### config.mk
export PLATFORM = sky130hd
export DESIGN_NAME = iol_cell
export DESIGN_NICKNAME = d
export VERILOG_FILES = /design/src/iol_pkg.sv /design/src/iol_cell.sv
export SDC_FILE = /design/constraint.sdc
export NUM_CORES = 1
export LEC_CHECK = 0
export BUFFER_PORTS_ARGS = -buffer_cell sky130_fd_sc_hd__buf_4
export CAP_MARGIN = 20
export CORE_MARGIN = 2
export CORE_UTILIZATION = 40
export DETAILED_ROUTE_END_ITERATION = 7
export GPL_TIMING_DRIVEN = 0
export PLACE_DENSITY = 0.75
export SETUP_SLACK_MARGIN = 0.1
export SYNTH_ARGS = -nofsm -noshare
export SYNTH_HDL_FRONTEND = slang
export SYNTH_SLANG_ARGS = --single-unit
### constraint.sdc
create_clock -name clk -period 4.5 [get_ports clk]
set_clock_uncertainty 0.15 [all_clocks]
set_input_delay 0.45 -clock clk [delete_from_list [all_inputs] [get_ports clk]]
set_output_delay 0.45 -clock clk [all_outputs]
set_load 0.1 [all_outputs]
### src/iol_pkg.sv
// Shared types and constants for the indexed ordered list core.
// No dependencies; compiled first.
package iol_pkg;

	localparam int OP_W         = 3;
	localparam int POS_W        = 9;
	localparam int VAL_W        = 32;
	localparam int STAT_W       = 2;
	localparam int DEF_CAPACITY = 256;

	typedef enum logic [OP_W-1:0] {
		OP_INSERT = 3'd0,
		OP_DELETE = 3'd1,
		OP_READ   = 3'd2,
		OP_FIND   = 3'd3,
		OP_LBOUND = 3'd4
	} op_t;

	typedef enum logic [STAT_W-1:0] {
		ST_OK       = 2'd0,
		ST_RANGE    = 2'd1,
		ST_NOTFOUND = 2'd2
	} status_t;

	typedef enum logic [1:0] {
		S_IDLE,
		S_EVAL,
		S_TREE,
		S_DONE
	} state_t;

	// request as broadcast to every cell, plus checks done at accept time
	typedef struct packed {
		logic [OP_W-1:0]         op;
		logic [POS_W-1:0]        position;
		logic signed [VAL_W-1:0] item_value;
		logic [POS_W-1:0]        count_lo;
		logic                    rng_ok;
		logic                    do_ins;
		logic                    do_del;
	} req_t;

endpackage

### src/iol_cell.sv
// One list slot: holds an entry, shifts with its neighbors, flags a hit.
// Depends on iol_pkg.
module iol_cell import iol_pkg::*; #(
	parameter int IDX   = 0,
	parameter int CNT_W = 9
) (
	input  logic                    clk,
	input  logic                    arst_n,
	input  req_t                    req,
	input  logic [CNT_W-1:0]        count,
	input  logic                    eval,
	input  logic signed [VAL_W-1:0] left_word,
	input  logic signed [VAL_W-1:0] right_word,
	output logic signed [VAL_W-1:0] word,
	output logic                    hit_s1,
	output logic signed [VAL_W-1:0] data_s1
);

	localparam int CMP_W = (CNT_W > POS_W) ? CNT_W : POS_W;
	localparam logic [CMP_W-1:0] MY_IDX = CMP_W'(IDX);

	logic signed [VAL_W-1:0] word_q;
	logic [CMP_W-1:0]        pos_x;
	logic [CMP_W-1:0]        cnt_x;
	logic                    below_cnt;
	logic                    hit;
	logic signed [VAL_W-1:0] word_nxt;

	assign pos_x     = CMP_W'(req.position);
	assign cnt_x     = CMP_W'(count);
	assign below_cnt = MY_IDX < cnt_x;
	assign word      = word_q;

	always_comb begin
		case (op_t'(req.op))
			OP_DELETE, OP_READ: hit = (MY_IDX == pos_x);
			OP_FIND:            hit = below_cnt && (word_q == req.item_value);
			OP_LBOUND:          hit = below_cnt && !(word_q < req.item_value);
			default:            hit = 1'b0;
		endcase
	end

	always_comb begin
		word_nxt = word_q;
		if (req.do_ins) begin
			if (MY_IDX == pos_x)
				word_nxt = req.item_value;
			else if (MY_IDX > pos_x)
				word_nxt = left_word;
		end else if (req.do_del) begin
			if (MY_IDX >= pos_x)
				word_nxt = right_word;
		end
	end

	always_ff @(posedge clk) begin
		if (eval) begin
			word_q  <= word_nxt;
			data_s1 <= word_q;
		end
	end

	always_ff @(posedge clk or negedge arst_n) begin
		if (!arst_n) begin
			hit_s1 <= 1'b0;
		end else if (eval) begin
			hit_s1 <= hit;
		end
	end

endmodule

Word level (Yosys, flattened, before mapping) --
Index checks and enable logic that the tools add are counted.
Cells by class: order comparisons 4, equal/unequal tests 6, muxes and demuxes 6, reduce and logical (&&, ||, !) cells 8
Operators with widths (number):
- 32-bit 2-to-1 mux | 5
- 32-bit == test | 1
- 32-bit < comparator | 1
- 1-bit by 9-bit greater-or-equal comparator with 1-bit output, first input constant | 1
- 1-bit by 9-bit greater-than comparator with 1-bit output, first input constant | 1
- 9-bit logical NOT | 1
- 1-bit by 9-bit < comparator with 1-bit output, first input constant | 1
- 3-bit by 2-bit == test with 1-bit output, second input constant | 2
- 4-bit AND reduction | 1
- 2-bit nonzero test | 2
- 3-bit by 1-bit == test with 1-bit output, second input constant | 1
- 3-bit == test, second input constant | 1
- 3-bit by 1-bit != test with 1-bit output, second input constant | 1
- 1-bit case mux with 3 select lines | 1
- 1-bit logical AND | 2
- 2-bit OR reduction | 1
- 1-bit logical NOT | 1
Storage, ports and cells: register bits after elaboration 65, input port bits 132, output and inout bits 65, word-level logic and storage cells 27

Depth between registers and ports, before layout --
depth after elaboration 4, mapped depth 8, depth with buffers taken out 8

Worst setup path before layout --
No wires, ideal clock.
path type input to register, start input req[47] (netlist bit), end register word_q[0] (netlist: word[0]), enable pin, setup time 0.421 ns, arrival time 2.707 ns, required time 3.929 ns, path slack 1.222 ns, stages on the path 5, path buffers 2, cell sequence nor4_1 -> nand3_1 -> clkbuf_1 -> clkbuf_1 -> nor2_1
On the way: longest elaborated chain between the ends 3
Ends and longest elaborated chain:
- start, declared | line iol_cell.sv:9 | input req_t req,
- 1-bit by 9-bit greater-than comparator with 1-bit output (tied with other cells) | line iol_cell.sv:48 | else if (MY_IDX > pos_x)
- 3-bit by 1-bit != test with 1-bit output (no source line) / 2-bit nonzero test (equally long branches)
- 4-bit AND reduction (no source line) (*)
- end signal, assigned | line iol_cell.sv:58 | word_q <= word_nxt;
- end, declared | line iol_cell.sv:22 | logic signed [VAL_W-1:0] word_q;
Mark *: on every way between the ends. The rest lies on a longest branch, timed or not. A chain may end at the register's enable or synchronous reset.

Worst setup path in the final report --
start input req[47] (netlist bit), end register word_q[18] (netlist: word[18]), enable pin
The elaborated chain is that of the path after synthesis.

==> flow_summary.json <==
{
  "outcome": "completed",
  "worst-path-buf-inv": 3,
  "synth_area_um2": 3540,
  "synth-seq-area-share_pct": 55.0,
  "slowest_delay_ps": 870,
  "grt_pass1_vias": 3389,
  "hold_path.startpoint": "right_word[7]",
  "critPathMaxFanout": 32,
  "cp_common_cell": "clkbuf_1",
  "start_util_pct": 41.0,
  "rr_worst_depth": 7,
  "cts_tree": "done",
  "hold_path_depth": 3,
  "ioPinCount": 197,
  "fin_nets": 704,
  "setup_viol": 0,
  "antenna_left": 0,
  "final_cell_mix": "185 x buf_4, 73 x a21oi_1, 68 x nor2_1",
  "cts.sinks": 65,
  "insertion_delay_ps": 340,
  "routed_via_density": 5.16,
  "hp-class": "in -> reg",
  "fin_cells": 653,
  "max-cap-violations": 0,
  "fmax_ghz": 0.365,
  "slew_viol_final": 0,
  "min_to": "word[7]",
  "drive_gt1_share_pct": 38.2,
  "synth_nets": 507,
  "slowest_stage": "nor2_4",
  "hpwlAfterDp_um": 8010,
  "clk_path_buf_depth": 2,
  "clk_pin_slew_worst_paths_ps": 80,
  "synthCells": 343,
  "drt_iter0_markers": 114,
  "cp_cell_sequence": "buf_4 > nor4_1 > nand3_1 > clkbuf_1 > clkbuf_1 > nor2_4",
  "power-per-cell-area_nw_per_um2": 269,
  "met2_usage_pct": 36.1,
  "drt-wirelength-per-cell_um": 16.0,
  "r2r-start": "word[31]",
  "worst_pin_slew_ps": 1020,
  "cts_root_buffer": "clkbuf_8",
  "ys_types": 32,
  "diodes": 0,
  "antenna_found_initial": 0,
  "setup.worst_path.end_class": "register",
  "path_delay_family": "simple AND/OR/NAND/NOR gates",
  "stdcell_area_um2": 5270,
  "gr-usage-met3_pct": 5.08,
  "grt_max_degree": 37,
  "dr.pass1.iters": 4,
  "cts_inserted_buffers": 9,
  "grt_overflow_total": 0,
  "timing.slew.headroom_pct": 31.7,
  "worstReg2RegEnd": "hit_s1",
  "ff2ff_setup_slack_ps": 1940,
  "ir_drop_mv": 0.142,
  "cts-resized-gates": 0,
  "leakagePower_uw": 0.00244,
  "fin_crit_ps": 2740,
  "final_common_cell": "buf_4",
  "core_area_um2": 8640,
  "dp_cells": 636,
  "critical_path_class": "in -> reg",
  "yosysWarnings": 0,
  "worstPathRequired_ps": 4300,
  "numPortBuffers": 185,
  "gr-max-usage-layer": "met2",
  "drc": 0,
  "rsz0062_at_grt": "no",
  "grt_use_total_pct": 21.4,
  "fp.dieW_um": 98.1,
  "place.gp.congestion": 0.800,
  "die_h_um": 98.1,
  "htree_levels": 3,
  "fill_cells": 747,
  "avgSynthCellArea_um2": 10.3,
  "critPathLaunchType": "input port",
  "dpl_cell_area_um2": 5070,
  "grt_first_pass_wirelength_um": 16200,
  "route.vias.total": 3367,
  "wl_um": 10500,
  "critPathLaunch": "req[47]",
  "rows": 34,
  "die_area_um2": 9620,
  "crit_arrival_ps": 2550,
  "final.setup.tns_ps": 0,
  "fin_crit_sh_pct": 61.0,
  "synth-seq-cells": 65,
  "hold_violations": 0,
  "grt_use_met1_pct": 26.5,
  "area_delta_synth_final_pct": 48.8
}
[cell type report]
class	count	area, µm²	area share, %
inverter	33	124	2.35
sequential	65	1950	37.0
buffer	14	53.8	1.02
multi-input combinational	231	1420	27.0
clock buffer	10	128	2.42
tap	108	135	2.56
clock inverter	6	58.8	1.12
timing repair buffer	186	1400	26.5
[worst max path at each step]
stage | endpoint | slack [ps] | cells past startpoint
after floorplan | word[0] | 1220 | 5
after global placement | word[14] | 80 | 6
after detailed placement | word[17] | 1350 | 6
after CTS | word[3] | 1710 | 6
after global routing | word[1] | 1560 | 6
final | word[18] | 1760 | 6
[routing by layer]
| layer | vias up | part of all wire [%] |
|---|---|---|
| met5 | - | 0 |
| met4 | 0 | 2.2 |
| met3 | 21 | 7.9 |
| met2 | 164 | 50 |
| met1 | 1556 | 40 |
| li1 | 1626 | - |
[power breakdown]
part / internal, µW / leakage (µW) / switching (µW)
sequential: 674 / 0.000629 / 2.73
clock: 253 / 0.0000998 / 236
combinational: 111 / 0.00171 / 143
[metrics by stage]
| step | hold slack (ps) | power [µW] | utilization (%) | worst slack, ps |
|---|---|---|---|---|
| 3_3_place_gp | 77.9 | 938 | 58.6 | 77.6 |
| 5_1_grt | 276 | 1470 | 61.0 | 1560 |
| 6_report | 270 | 1420 | 61.0 | 1760 |
| 4_1_cts | 256 | 1430 | 61.0 | 1710 |
| 2_1_floorplan | 4.41 | 822 | - | 1220 |
| 3_5_place_dp | 82.8 | 943 | 58.7 | 1350 |
[repair_timing]
item | CTS | global route
hold endpoints to repair | 1 | 0
hold buffers | 1 | 0
buffers inserted | 0 | 0
[worst register-to-register path: stages (launching register included)]
cell and delay, ps:
edfxtp_1 420, ha_1 360, nand4_1 190, nor4_1 710
nand4_1 140, o311ai_0 180, mux2i_1 170, nor3b_2 170
[cells in the mapped netlist]
| cell type | number | area (µm²) |
|---|---|---|
| o21a_1 | 1 | 7.51 |
| o21ai_1 | 1 | 5.00 |
| a21oi_2 | 3 | 26.3 |
| o211ai_1 | 1 | 7.51 |
| nor2_1 | 69 | 259 |
| nor3b_2 | 1 | 12.5 |
| edfxtp_1 | 64 | 1920 |
| a31o_2 | 1 | 8.76 |
| nor3_1 | 3 | 15.0 |
| o311ai_0 | 1 | 8.76 |
| a21boi_0 | 2 | 15.0 |
| a221o_1 | 1 | 10.0 |
| nand2_1 | 6 | 22.5 |
| ha_1 | 32 | 400 |
| nand2b_1 | 2 | 12.5 |
| o2bb2ai_1 | 1 | 8.76 |
| buf_2 | 1 | 5.00 |
| inv_1 | 33 | 124 |
| clkbuf_1 | 13 | 48.8 |
| nor2b_1 | 3 | 18.8 |
| dfrtp_1 | 1 | 25.0 |
| a21o_1 | 3 | 22.5 |
| nor4_1 | 4 | 25.0 |
| o21ai_0 | 2 | 10.0 |
| o41ai_1 | 1 | 8.76 |
| nand4_1 | 8 | 50.1 |
| nand3b_1 | 1 | 7.51 |
| a2111oi_4 | 1 | 27.5 |
| nand3_1 | 7 | 35.0 |
| mux2i_1 | 2 | 20.0 |
| and3_1 | 1 | 6.26 |
| a21oi_1 | 73 | 365 |
[sequential cells by signal, summed over array words and instances, names as in the netlist]
register / count
data_s1: 32
word: 32
hit_s1: 1
[logic make-up after synthesis]
| logic type | count (synthesis) | share of synthesized area (%) |
|---|---|---|
| adders and majority gates | 32 | 11.3 |
| buffers and inverters | 47 | 5.02 |
| and+or+nand+nor | 105 | 13.1 |
| AOI/OAI and AO/OA | 92 | 15.0 |
| DFF | 65 | 55.0 |
| muxes | 2 | 0.565 |
No activity file was read; power rests on OpenSTA's default activity.
